<file path="src/rtl/core/qosc_pkg.sv">
// Shared types, constants and helpers for the quadrature oscillator.
package qosc_pkg;

    localparam int FRAC_BITS_DEF = 16;
    localparam int COEF_W        = 18;
    localparam int AMP_W         = 23;
    localparam int SAMPLE_W      = 32;
    localparam int STEP_W        = 4;
    localparam logic [STEP_W-1:0] LAST_STEP = 4'd12;

    typedef enum logic {
        ST_IDLE,
        ST_CALC
    } ctrl_state_t;

    typedef enum logic [3:0] {
        MUL_NONE,
        MUL_KK,
        MUL_KX1,
        MUL_CX2,
        MUL_KX2,
        MUL_NXNX,
        MUL_NYNY,
        MUL_PS2,
        MUL_GNX,
        MUL_GNY,
        MUL_AMP
    } mul_op_t;

    typedef enum logic [3:0] {
        WR_NONE,
        WR_KK,
        WR_ACC,
        WR_NX,
        WR_NY,
        WR_S1,
        WR_S2,
        WR_G,
        WR_X1,
        WR_X2,
        WR_SAMPLE
    } wr_op_t;

    typedef struct packed {
        logic    load_start;
        logic    load_coef;
        mul_op_t mul_op;
        wr_op_t  wr_op;
    } dp_cmd_t;

    function automatic logic signed [31:0] sat32(input logic signed [64:0] v);
        logic signed [31:0] r;
        if (v > 65'sh0_7FFF_FFFF)
        begin
            r = 32'sh7FFF_FFFF;
        end
        else if (v < -65'sh0_8000_0000)
        begin
            r = 32'sh8000_0000;
        end
        else
        begin
            r = v[31:0];
        end
        return r;
    endfunction

endpackage

</file>
<file path="src/rtl/core/qosc_if.sv">
// Channel interfaces: input word, output word and configuration write.
interface qosc_in_if;
    logic                                valid;
    logic                                ready;
    logic                                kind;
    logic signed [qosc_pkg::COEF_W-1:0] cos_coef;

    modport source (output valid, kind, cos_coef, input ready);
    modport sink   (input valid, kind, cos_coef, output ready);
endinterface

interface qosc_out_if;
    logic                                  valid;
    logic                                  ready;
    logic signed [qosc_pkg::SAMPLE_W-1:0] sample;

    modport source (output valid, sample, input ready);
    modport sink   (input valid, sample, output ready);
endinterface

interface qosc_cfg_if;
    logic                         valid;
    logic                         ready;
    logic [qosc_pkg::AMP_W-1:0]  data;

    modport source (output valid, data, input ready);
    modport sink   (input valid, data, output ready);
endinterface

</file>
<file path="src/rtl/core/quadrature_oscillator_agc_top.sv">
// Top level of the amplitude-corrected quadrature sine oscillator.
//
//  channel | dir | payload            | handshake
//  --------+-----+--------------------+----------------
//  din     | in  | kind, cos_coef     | valid / ready
//  dout    | out | sample             | valid / ready
//  cfg     | in  | data (amplitude)   | valid / ready=1
//
// A start word loads the oscillator state when it is taken. A tick word is
// accepted and then runs 13 steps on the single shared 32x32 multiplier,
// which runs ten dependent products per sample.
// Reset clears the state to zero and amplitude to 1.0.
// A finished sample waits in the output register; a following start word
// is still taken, a following tick holds in its last step until dout frees.
module quadrature_oscillator_agc_top #(
    parameter int FRAC_BITS = qosc_pkg::FRAC_BITS_DEF
) (
    input  logic        clk,
    input  logic        rst_n,
    qosc_in_if.sink     din,
    qosc_out_if.source  dout,
    qosc_cfg_if.sink    cfg
);

    qosc_pkg::dp_cmd_t cmd;

    assign cfg.ready = 1'b1;

    qosc_ctrl u_ctrl (
        .clk       (clk),
        .rst_n     (rst_n),
        .in_valid  (din.valid),
        .in_kind   (din.kind),
        .in_ready  (din.ready),
        .out_ready (dout.ready),
        .out_valid (dout.valid),
        .cmd       (cmd)
    );

    qosc_dp #(
        .FRAC_BITS (FRAC_BITS)
    ) u_dp (
        .clk      (clk),
        .rst_n    (rst_n),
        .cmd      (cmd),
        .cos_coef (din.cos_coef),
        .cfg_we   (cfg.valid),
        .cfg_data (cfg.data),
        .sample   (dout.sample)
    );

endmodule

</file>
<file path="src/rtl/core/qosc_ctrl.sv">
// Sequencer: accepts words, steps the shared multiplier schedule, owns output valid.
module qosc_ctrl (
    input  logic              clk,
    input  logic              rst_n,
    input  logic              in_valid,
    input  logic              in_kind,
    output logic              in_ready,
    input  logic              out_ready,
    output logic              out_valid,
    output qosc_pkg::dp_cmd_t cmd
);

    qosc_pkg::ctrl_state_t        state_reg, state_next;
    logic [qosc_pkg::STEP_W-1:0]  step_reg, step_next;
    logic                         out_valid_reg, out_valid_next;
    logic                         out_free;

    always_ff @(posedge clk or negedge rst_n)
    begin
        if (!rst_n)
        begin
            state_reg     <= qosc_pkg::ST_IDLE;
            step_reg      <= '0;
            out_valid_reg <= 1'b0;
        end
        else
        begin
            state_reg     <= state_next;
            step_reg      <= step_next;
            out_valid_reg <= out_valid_next;
        end
    end

    assign out_free  = !out_valid_reg || out_ready;
    assign out_valid = out_valid_reg;
    assign in_ready  = (state_reg == qosc_pkg::ST_IDLE);

    always_comb
    begin
        state_next     = state_reg;
        step_next      = step_reg;
        out_valid_next = out_valid_reg && !out_ready;
        cmd.load_start = 1'b0;
        cmd.load_coef  = 1'b0;
        cmd.mul_op     = qosc_pkg::MUL_NONE;
        cmd.wr_op      = qosc_pkg::WR_NONE;
        unique case (state_reg)
            qosc_pkg::ST_IDLE:
            begin
                if (in_valid)
                begin
                    if (in_kind)
                    begin
                        cmd.load_coef = 1'b1;
                        state_next    = qosc_pkg::ST_CALC;
                        step_next     = '0;
                    end
                    else
                    begin
                        cmd.load_start = 1'b1;
                    end
                end
            end
            qosc_pkg::ST_CALC:
            begin
                step_next = step_reg + 1'b1;
                unique case (step_reg)
                    4'd0:  cmd.mul_op = qosc_pkg::MUL_KK;
                    4'd1:
                    begin
                        cmd.mul_op = qosc_pkg::MUL_KX1;
                        cmd.wr_op  = qosc_pkg::WR_KK;
                    end
                    4'd2:
                    begin
                        cmd.mul_op = qosc_pkg::MUL_CX2;
                        cmd.wr_op  = qosc_pkg::WR_ACC;
                    end
                    4'd3:
                    begin
                        cmd.mul_op = qosc_pkg::MUL_KX2;
                        cmd.wr_op  = qosc_pkg::WR_NX;
                    end
                    4'd4:
                    begin
                        cmd.mul_op = qosc_pkg::MUL_NXNX;
                        cmd.wr_op  = qosc_pkg::WR_NY;
                    end
                    4'd5:
                    begin
                        cmd.mul_op = qosc_pkg::MUL_NYNY;
                        cmd.wr_op  = qosc_pkg::WR_S1;
                    end
                    4'd6:  cmd.wr_op = qosc_pkg::WR_S2;
                    4'd7:  cmd.mul_op = qosc_pkg::MUL_PS2;
                    4'd8:  cmd.wr_op = qosc_pkg::WR_G;
                    4'd9:  cmd.mul_op = qosc_pkg::MUL_GNX;
                    4'd10:
                    begin
                        cmd.mul_op = qosc_pkg::MUL_GNY;
                        cmd.wr_op  = qosc_pkg::WR_X1;
                    end
                    4'd11:
                    begin
                        cmd.mul_op = qosc_pkg::MUL_AMP;
                        cmd.wr_op  = qosc_pkg::WR_X2;
                    end
                    qosc_pkg::LAST_STEP:
                    begin
                        // hold here until the output register is free
                        step_next = step_reg;
                        if (out_free)
                        begin
                            cmd.wr_op      = qosc_pkg::WR_SAMPLE;
                            out_valid_next = 1'b1;
                            state_next     = qosc_pkg::ST_IDLE;
                        end
                    end
                    default:
                    begin
                        state_next = qosc_pkg::ST_IDLE;
                        step_next  = '0;
                    end
                endcase
            end
            default:
            begin
                state_next = qosc_pkg::ST_IDLE;
            end
        endcase
    end

endmodule

</file>
<file path="src/rtl/core/qosc_dp.sv">
// Datapath: oscillator state, shared 32x32 multiplier, floor/saturate writeback.
module qosc_dp #(
    parameter int FRAC_BITS = qosc_pkg::FRAC_BITS_DEF
) (
    input  logic                                  clk,
    input  logic                                  rst_n,
    input  qosc_pkg::dp_cmd_t                     cmd,
    input  logic signed [qosc_pkg::COEF_W-1:0]   cos_coef,
    input  logic                                  cfg_we,
    input  logic        [qosc_pkg::AMP_W-1:0]    cfg_data,
    output logic signed [qosc_pkg::SAMPLE_W-1:0] sample
);

    localparam int KK_W = 36 - FRAC_BITS;
    localparam logic signed [31:0] ONE        = 32'sd1 <<< FRAC_BITS;
    localparam logic signed [64:0] THREE_HALF = 65'sd3 <<< (FRAC_BITS - 1);
    localparam logic [qosc_pkg::AMP_W-1:0] AMP_RESET =
        (FRAC_BITS >= qosc_pkg::AMP_W) ? '1 : (qosc_pkg::AMP_W'(1) << FRAC_BITS);

    logic signed [31:0]                  x1_reg, x2_reg;
    logic        [qosc_pkg::AMP_W-1:0]  amp_reg;
    logic signed [qosc_pkg::COEF_W-1:0] k_reg;
    logic signed [KK_W-1:0]              kk_reg;
    logic signed [63:0]                  acc_reg;
    logic signed [31:0]                  nx_reg, ny_reg, s1_reg, s2_reg, g_reg;
    logic signed [31:0]                  sample_reg;
    logic signed [63:0]                  prod_reg, prod_next;

    logic signed [31:0] mul_a, mul_b;
    logic signed [31:0] k_w, kk_w, amp_w;
    logic signed [63:0] prod_sh;
    logic signed [64:0] prod_ext, prod_sh_ext, nx_sum;
    logic signed [31:0] fl_val, nx_val, ny_val, p_val, g_val;

    assign k_w   = 32'(k_reg);
    assign kk_w  = 32'(kk_reg);
    assign amp_w = $signed({{(32 - qosc_pkg::AMP_W){1'b0}}, amp_reg});

    always_comb
    begin
        unique case (cmd.mul_op)
            qosc_pkg::MUL_NONE: begin mul_a = '0;          mul_b = '0;     end
            qosc_pkg::MUL_KK:   begin mul_a = k_w;         mul_b = k_w;    end
            qosc_pkg::MUL_KX1:  begin mul_a = k_w;         mul_b = x1_reg; end
            qosc_pkg::MUL_CX2:  begin mul_a = ONE - kk_w;  mul_b = x2_reg; end
            qosc_pkg::MUL_KX2:  begin mul_a = k_w;         mul_b = x2_reg; end
            qosc_pkg::MUL_NXNX: begin mul_a = nx_reg;      mul_b = nx_reg; end
            qosc_pkg::MUL_NYNY: begin mul_a = ny_reg;      mul_b = ny_reg; end
            qosc_pkg::MUL_PS2:  begin mul_a = kk_w - ONE;  mul_b = s2_reg; end
            qosc_pkg::MUL_GNX:  begin mul_a = g_reg;       mul_b = nx_reg; end
            qosc_pkg::MUL_GNY:  begin mul_a = g_reg;       mul_b = ny_reg; end
            qosc_pkg::MUL_AMP:  begin mul_a = amp_w;       mul_b = x1_reg; end
            default:            begin mul_a = '0;          mul_b = '0;     end
        endcase
        prod_next = mul_a * mul_b;
    end

    always_comb
    begin
        prod_ext    = {prod_reg[63], prod_reg};
        prod_sh     = prod_reg >>> FRAC_BITS;
        prod_sh_ext = {prod_sh[63], prod_sh};
        nx_sum      = {acc_reg[63], acc_reg} + prod_ext;
        fl_val      = qosc_pkg::sat32(prod_sh_ext);
        nx_val      = qosc_pkg::sat32(nx_sum >>> FRAC_BITS);
        ny_val      = qosc_pkg::sat32(prod_sh_ext - 65'(x1_reg));
        p_val       = qosc_pkg::sat32(65'(s1_reg) - prod_sh_ext);
        g_val       = qosc_pkg::sat32(THREE_HALF - 65'(p_val));
    end

    // state and configuration
    always_ff @(posedge clk or negedge rst_n)
    begin
        if (!rst_n)
        begin
            x1_reg  <= '0;
            x2_reg  <= '0;
            amp_reg <= AMP_RESET;
        end
        else
        begin
            if (cfg_we)
            begin
                amp_reg <= cfg_data;
            end
            if (cmd.load_start)
            begin
                x1_reg <= ONE;
                x2_reg <= 32'(cos_coef);
            end
            else if (cmd.wr_op == qosc_pkg::WR_X1)
            begin
                x1_reg <= fl_val;
            end
            else if (cmd.wr_op == qosc_pkg::WR_X2)
            begin
                x2_reg <= fl_val;
            end
        end
    end

    // intermediates
    always_ff @(posedge clk)
    begin
        if (cmd.load_coef)
        begin
            k_reg <= cos_coef;
        end
        if (cmd.mul_op != qosc_pkg::MUL_NONE)
        begin
            prod_reg <= prod_next;
        end
        unique case (cmd.wr_op)
            qosc_pkg::WR_NONE:   ;
            qosc_pkg::WR_KK:     kk_reg     <= prod_sh[KK_W-1:0];
            qosc_pkg::WR_ACC:    acc_reg    <= prod_reg;
            qosc_pkg::WR_NX:     nx_reg     <= nx_val;
            qosc_pkg::WR_NY:     ny_reg     <= ny_val;
            qosc_pkg::WR_S1:     s1_reg     <= fl_val;
            qosc_pkg::WR_S2:     s2_reg     <= fl_val;
            qosc_pkg::WR_G:      g_reg      <= g_val;
            qosc_pkg::WR_X1:     ;
            qosc_pkg::WR_X2:     ;
            qosc_pkg::WR_SAMPLE: sample_reg <= fl_val;
            default:             ;
        endcase
    end

    assign sample = sample_reg;

endmodule

</file>
<file path="src/flat_wrapper.sv">
// flat-port wrapper written by rule: the top's interface ports become plain ports
module quadrature_oscillator_agc_top_flat 
#(
    parameter int FRAC_BITS = qosc_pkg::FRAC_BITS_DEF
)
  (clk, rst_n, din_valid, din_kind, din_cos_coef, din_ready, dout_valid, dout_sample, dout_ready, cfg_valid, cfg_data, cfg_ready);
  qosc_in_if din_i ();
  qosc_out_if dout_i ();
  qosc_cfg_if cfg_i ();
  input  logic clk;
  input  logic rst_n;
  input wire logic [$bits(din_i.valid)-1:0] din_valid;
  input wire logic [$bits(din_i.kind)-1:0] din_kind;
  input wire logic [$bits(din_i.cos_coef)-1:0] din_cos_coef;
  output wire logic [$bits(din_i.ready)-1:0] din_ready;
  output wire logic [$bits(dout_i.valid)-1:0] dout_valid;
  output wire logic [$bits(dout_i.sample)-1:0] dout_sample;
  input wire logic [$bits(dout_i.ready)-1:0] dout_ready;
  input wire logic [$bits(cfg_i.valid)-1:0] cfg_valid;
  input wire logic [$bits(cfg_i.data)-1:0] cfg_data;
  output wire logic [$bits(cfg_i.ready)-1:0] cfg_ready;
  assign din_i.valid = din_valid;
  assign din_i.kind = din_kind;
  assign din_i.cos_coef = din_cos_coef;
  assign din_ready = din_i.ready;
  assign dout_valid = dout_i.valid;
  assign dout_sample = dout_i.sample;
  assign dout_i.ready = dout_ready;
  assign cfg_i.valid = cfg_valid;
  assign cfg_i.data = cfg_data;
  assign cfg_ready = cfg_i.ready;
  quadrature_oscillator_agc_top #(.FRAC_BITS(FRAC_BITS)) u_core (.clk(clk), .rst_n(rst_n), .din(din_i), .dout(dout_i), .cfg(cfg_i));
endmodule
</file>
<file path="config.mk">
export PLATFORM = sky130hd
export DESIGN_NAME = quadrature_oscillator_agc_top_flat
export DESIGN_NICKNAME = d
export VERILOG_FILES = /design/src/rtl/core/qosc_pkg.sv /design/src/rtl/core/qosc_if.sv /design/src/rtl/core/quadrature_oscillator_agc_top.sv /design/src/rtl/core/qosc_ctrl.sv /design/src/rtl/core/qosc_dp.sv /design/src/flat_wrapper.sv
export SDC_FILE = /design/constraint.sdc
export NUM_CORES = 2
export LEC_CHECK = 0
export BUFFER_PORTS_ARGS = -buffer_cell sky130_fd_sc_hd__buf_2
export CAP_MARGIN = 10
export CORE_ASPECT_RATIO = 1.1
export CORE_MARGIN = 4
export CORE_UTILIZATION = 27
export DETAILED_ROUTE_END_ITERATION = 6
export PLACE_DENSITY = 0.37
export SYNTH_ARGS = -nofsm -noshare
export SYNTH_HDL_FRONTEND = slang
export SYNTH_SLANG_ARGS = --single-unit
</file>
<file path="constraint.sdc">
create_clock -name clk -period 17.9 [get_ports clk]
set_input_delay 2.685 -clock clk [delete_from_list [all_inputs] [get_ports clk]]
set_output_delay 2.685 -clock clk [all_outputs]
set_load 0.01 [all_outputs]
</file>
# ---- After elaboration in Yosys (flattened, before gate mapping)
# Index checks and enable logic that the tools add are counted.
dict set report totals {
  out_inout_bits 35
  in_bits 47
  reg_bits 451
}
dict set report classes {
  eq_ne 36
  reduce_logical 17
  n_lt_le_gt_ge 10
  add_sub_neg 7
  muxes 33
  bitwise_logic 1
  multipliers 1
}
# operator count
set op_table {}
lappend op_table {{2-to-1 mux 32 bit} 12}
lappend op_table {{one-hot mux 32 bit (7 select lines)} 1}
lappend op_table {{one-hot mux 32 bit (6 select lines)} 1}
lappend op_table {{greater-than comparator 49 x 32 -> 1 bit (second input constant)} 3}
lappend op_table {{< comparator 49 x 32 -> 1 bit (second input constant)} 3}
lappend op_table {{one-hot mux 4 bit (10 select lines)} 2}
lappend op_table {{adder 64 x 64 -> 65 bit} 1}
lappend op_table {{multiplier 32 x 32 -> 64 bit} 1}
lappend op_table {{subtractor 32 x 48 -> 49 bit} 1}
lappend op_table {{subtractor 48 x 32 -> 49 bit} 1}
lappend op_table {{== test 4 x 3 -> 1 bit (second input constant)} 12}
lappend op_table {{greater-than comparator 48 x 32 -> 1 bit (second input constant)} 1}
lappend op_table {{< comparator 48 x 32 -> 1 bit (second input constant)} 1}
lappend op_table {{== test 4 bit (second input constant)} 11}
lappend op_table {{greater-than comparator 33 x 32 -> 1 bit (second input constant)} 1}
lappend op_table {{< comparator 33 x 32 -> 1 bit (second input constant)} 1}
lappend op_table {{subtractor 18 x 32 -> 33 bit (first input constant)} 1}
lappend op_table {{== test 4 x 2 -> 1 bit (second input constant)} 6}
lappend op_table {{subtractor 18 x 20 -> 21 bit (first input constant)} 1}
lappend op_table {{subtractor 20 x 18 -> 21 bit (second input constant)} 1}
lappend op_table {{one-hot mux 4 bit (2 select lines)} 2}
lappend op_table {{== test 4 x 1 -> 1 bit (second input constant)} 3}
lappend op_table {{2-to-1 mux 4 bit} 3}
lappend op_table {{OR reduction 12 bit} 1}
lappend op_table {{other kinds (18)} 34}

# ---- Logic depth before layout (Yosys ltp)
dict set report depth {
  word_depth 9
  depth_mapped 48
  ltp_nobuf 44
}

# ---- Hierarchy
# A second synthesis with hierarchy kept.
dict set report unflattened {
  hier_cells 6720
  hier_area_um2 63474.6
}
# mod cells_each area_per_inst_um2 seq_area_each_um2 n_inst
set by_module_without_submodules {}
lappend by_module_without_submodules {qosc_dp 6651 62907.8 12928.6 1}
lappend by_module_without_submodules {qosc_ctrl 67 555.5 150.1 1}
lappend by_module_without_submodules {quadrature_oscillator_agc_top 2 11.3 0.0 1}

# ---- Worst setup path before layout
# Ideal clock, no wire load.
dict set report synth_path {
  path_kind {reg-to-reg}
  from {reg u_core.u_ctrl.step_reg[0] (netlist bit)}
  to {reg u_core.u_dp.prod_reg[60], data pin}
  stages_incl_launch_ff 45
  path_slack_ns 5.563
  period_less_slack_ns 12.337
  path_buffers 4
  arrival_ns 12.075
  setup_time_ns 0.262
  path_cell_list {dfrtp_1 -> inv_1 -> ha_1 -> clkbuf_1 -> nor3_1 -> o21ai_0 -> nand3_1 -> inv_1 -> nand2_1 -> nor3_1 -> a21o_1 -> clkbuf_1 -> clkbuf_1 -> a22oi_1 -> nand3_1 -> clkbuf_1 -> nand2_1 -> fa_1 -> [9 not listed] -> inv_1 -> fa_1 -> inv_1 -> ha_1 -> a21o_1 -> a21o_1 -> a21oi_1 -> o21ai_0 -> a21oi_1 -> o2bb2ai_1 -> o21a_1 -> o41ai_1 -> o311ai_0 -> nand4_1 -> a21oi_1 -> a2111oi_0 -> o21bai_1 -> xor2_1}
}
dict set report synth_between {
  elab_chain_len 7
}
# element line
set synth_lines {}
lappend synth_lines {{start, declared} qosc_ctrl.sv:14} ;# logic [qosc_pkg::STEP_W-1:0] step_reg, step_next;
lappend synth_lines {{start signal, assigned} qosc_ctrl.sv:29} ;# step_reg <= step_next;
lappend synth_lines {{== test 4 bit, or another cell as far along} qosc_ctrl.sv:67} ;# unique case (step_reg)
lappend synth_lines {{one-hot mux 4 bit (10 select lines) *} qosc_ctrl.sv:67}
lappend synth_lines {{2-to-1 mux 8 bit *} qosc_ctrl.sv:47} ;# unique case (state_reg)
lappend synth_lines {{== test 4 x 3 -> 1 bit, or another cell as far along} qosc_dp.sv:41} ;# unique case (cmd.mul_op)
lappend synth_lines {{OR reduction 3 bit (no line) / OR reduction 2 bit (equally long branches)} --}
lappend synth_lines {{one-hot mux 32 bit (7 select lines) / one-hot mux 32 bit (6 select lines) (equally long branches)} qosc_dp.sv:41}
lappend synth_lines {{multiplier 32 x 32 -> 64 bit *} qosc_dp.sv:55} ;# prod_next = mul_a * mul_b;
lappend synth_lines {{net u_core.u_dp.prod_next[60]} qosc_dp.sv:27} ;# logic signed [63:0] prod_reg, prod_next;
lappend synth_lines {{end signal, assigned} qosc_dp.sv:111} ;# prod_reg <= prod_next;
lappend synth_lines {{end, declared} qosc_dp.sv:27}
# Mark *: on every way through the listed nets, which the timed path passes. The rest lies on a longest branch.
# A chain may end at the register's enable or synchronous reset.

# ---- Final worst setup path
dict set report layout_path {
  from {reg u_core.u_ctrl.step_reg[0] (netlist bit)}
  to {reg u_core.u_dp.prod_reg[63], data pin}
}
# The elaborated chain is that of the path after synthesis.

==> impl_results.md <==
* Initial Utilization at 27.17%
* Final Hold Fails at 0
* Skew final at 0.1124 ns
* Core footprint at 233900 sq um
* Fin crit share at 75.54%
* Post-DR vias/cell at 4.901
* TNS Setup at 0 ns
* Drt drc at 0
* Die Area at approximately 240000 sq um
* #FFs+latches synth at around 450
* Root Buffer: clkbuf_16
* Largest fanout on the critical path at 24
* Hold crit path type: reg -> reg
* Crit-path leading delay family: adder cells
* Clk_lat worst skew at 0.70 ns
* Synth top area share at around a third
* Critical Path Start Type: flop
* Max-slew headroom at 18.47%
* Unrepaired setup endpoints after global routing: false
* Final Max Tran Viols at 0
* Resize count post-CTS at 0
* Leading cell type in the layout, fill and taps excluded: inv_1
* DRT antenna net count at 0
* Ys async rst share at 20.62%
* Synth area leader: fa_1
* Ys flop type: edfxtp_1
* Initial DRT Pass Iterations at 7
* Hold buffers post-CTS at 0
* Fillers at ~25000
* DR vias at 48640
* Die Ht at 516.8 um
* Fin nets at 8253
* Clk sinks at 451
* Worst path slowest cell: and3_1
* Netlist cell types at 113
* Port buffer count at 80
* CTS tree: yes
* Top cells by area, synth: fa_1 (34%), edfxtp_1 (17%), inv_1 (7.6%)
* Crit path DAT at 13.98 ns
* CP Capture Type: flop
* Gr usage total at 20.48%
* Syn_nets at between 8000 and 9000
* Post-synthesis sequential area ratio at 20.58%
* # setup viols final at 0
* H-tree levels at 2
* Clock transition at path regs at 0.06 ns
* Die width at approximately 470 um
* Yosys warnings at 0
* Post-synth EDFFs at between 300 and 400
* Worst Path Class, Setup: reg -> reg
* Status: completed
* Post-synthesis instance total at 6798
* Max incr delay on CP at 1.03 ns
* CP dominant cell by count: fa_1
* Max Clk Rate at 73.96 MHz
* Largest net degree at the start of global routing at 64
* Number of global-route vias before repair at 51342
* Final min period at 13.52 ns
* Mean area per synthesized cell at 9.347 sq um
* Area Growth Syn to Fin at 10.08%
* Buf/Inv on CP at 6
* DP HPWL at between 150 and 200 mm
* Post-CTS Setup Repair Bufs at 0
* GRT overflow at 0
* Boundary pin count at 82
* Clock buffer depth at 3
* Area of the mapped netlist at 63540 sq um
* CTS Buf Count at 57
* Initial antenna violation count at 19
* Most frequent cells in the layout: inv_1 (1283), fa_1 (1084), nand2_1 (768), nor2_1 (735), edfxtp_1 (358)
* WP data required at 18.35 ns
* Share of cells above drive strength 1 at 6.703%
* Actual slew at the worst max-slew pin at 1.223 ns
* Routability cong. at 0.8721
* Row cnt at between 150 and 200
* First-pass GRT wire length at ~370 mm
* Iteration-0 DRC Markers at 4072
* Max cap viols at 0
* WL per Instance at 25.01 um
* Routed WL at 248.2 mm
-- metrics by stage --
stage | cells | worst slack (ns) | util [%] | hold slack [ns] | area [sq um]
finish | 9924 | 4.379 | 29.90 | 0.4585 | 69940
global placement | 9812 | 4.447 | 29.07 | 0.4494 | 67980
global route | 9921 | 3.447 | 29.90 | 0.4796 | 69930
CTS | 9920 | 4.277 | 29.90 | 0.4648 | 69930
detailed placement | 9812 | 4.309 | 29.07 | 0.4485 | 67980
floorplan | 6798 | 5.563 | - | 0.4268 | 63540
-- worst paths after layout --
path                                                       start                                  end  slack [ns]  cells after the start
min reg2reg                    u_core.u_dp.prod_reg[1]$_DFFE_PP_     u_core.u_dp.acc_reg[1]$_DFFE_PN_        0.46                      0
max reg2reg                u_core.u_ctrl.step_reg[0]$_DFFE_PN0P_   u_core.u_dp.prod_reg[63]$_DFFE_PP_        4.38                     39
min                            u_core.u_dp.prod_reg[1]$_DFFE_PP_     u_core.u_dp.acc_reg[1]$_DFFE_PN_        0.46                      0
max                        u_core.u_ctrl.step_reg[0]$_DFFE_PN0P_   u_core.u_dp.prod_reg[63]$_DFFE_PP_        4.38                     39
max in group asynchronous                                  rst_n  u_core.u_dp.amp_reg[20]$_DFFE_PN0P_       14.56                      2
min in group asynchronous                                  rst_n   u_core.u_dp.amp_reg[0]$_DFFE_PN0P_        2.15                      1
-- synthesized netlist by cell type, types with 30 or more instances --
| cell | n |
|---|---|
| a21oi_1 | 289 |
| and3_1 | 35 |
| edfxtp_1 | 358 |
| nor3_1 | 56 |
| nand2b_1 | 38 |
| xnor2_1 | 131 |
| buf_2 | 44 |
| or3_1 | 35 |
| fa_1 | 1084 |
| nand3_1 | 80 |
| nand2_1 | 768 |
| inv_1 | 1284 |
| a222oi_1 | 62 |
| a211oi_1 | 41 |
| and2_1 | 44 |
| dfrtp_1 | 92 |
| o21bai_1 | 33 |
| a21o_1 | 120 |
| ha_1 | 353 |
| o21ai_0 | 181 |
| nor2b_1 | 30 |
| clkbuf_1 | 239 |
| o21ai_1 | 62 |
| nor2_1 | 748 |
| o21a_1 | 32 |
| nand4_1 | 63 |
| xor2_1 | 84 |
-- cells by family after synthesis --
family | count (synthesis) | share of synthesized area [%]
adder cells (fa/ha/maj) | 1437 | 41.10
AND/OR/NAND/NOR | 2000 | 13.79
buffers and inverters | 1594 | 9.600
XOR/XNOR | 215 | 2.964
other | 1 | 0.005902
multiplexers | 46 | 0.7719
AO/OA/AOI/OAI | 1054 | 11.18
flip-flops | 451 | 20.58
-- layout make-up --
cell class | instances | area, sq um | share of cell area (%)
repair buffers | 222 | 1469 | 2.100
well taps | 3102 | 3881 | 5.549
multi-input cells | 4753 | 44730 | 63.96
flip-flops and latches | 451 | 13080 | 18.70
clock buffers | 79 | 1589 | 2.272
diodes | 4 | 10.01 | 0.01431
inverters | 1284 | 4820 | 6.891
clock inverters | 29 | 360.3 | 0.5152
-- routing by layer --
metal / routed length [um] / global-route usage [%] / part of all wire, %
met1: 115300 / 29.23 / 46
met2: 114900 / 33.65 / 46
met3: 12400 / 2.112 / 5.0
met4: 5601 / 4.376 / 2.3
met5: 0 / 0 / 0
Power is not shown: default switching activity piles up to over one toggle a cycle in this logic, so the estimate is an artifact.
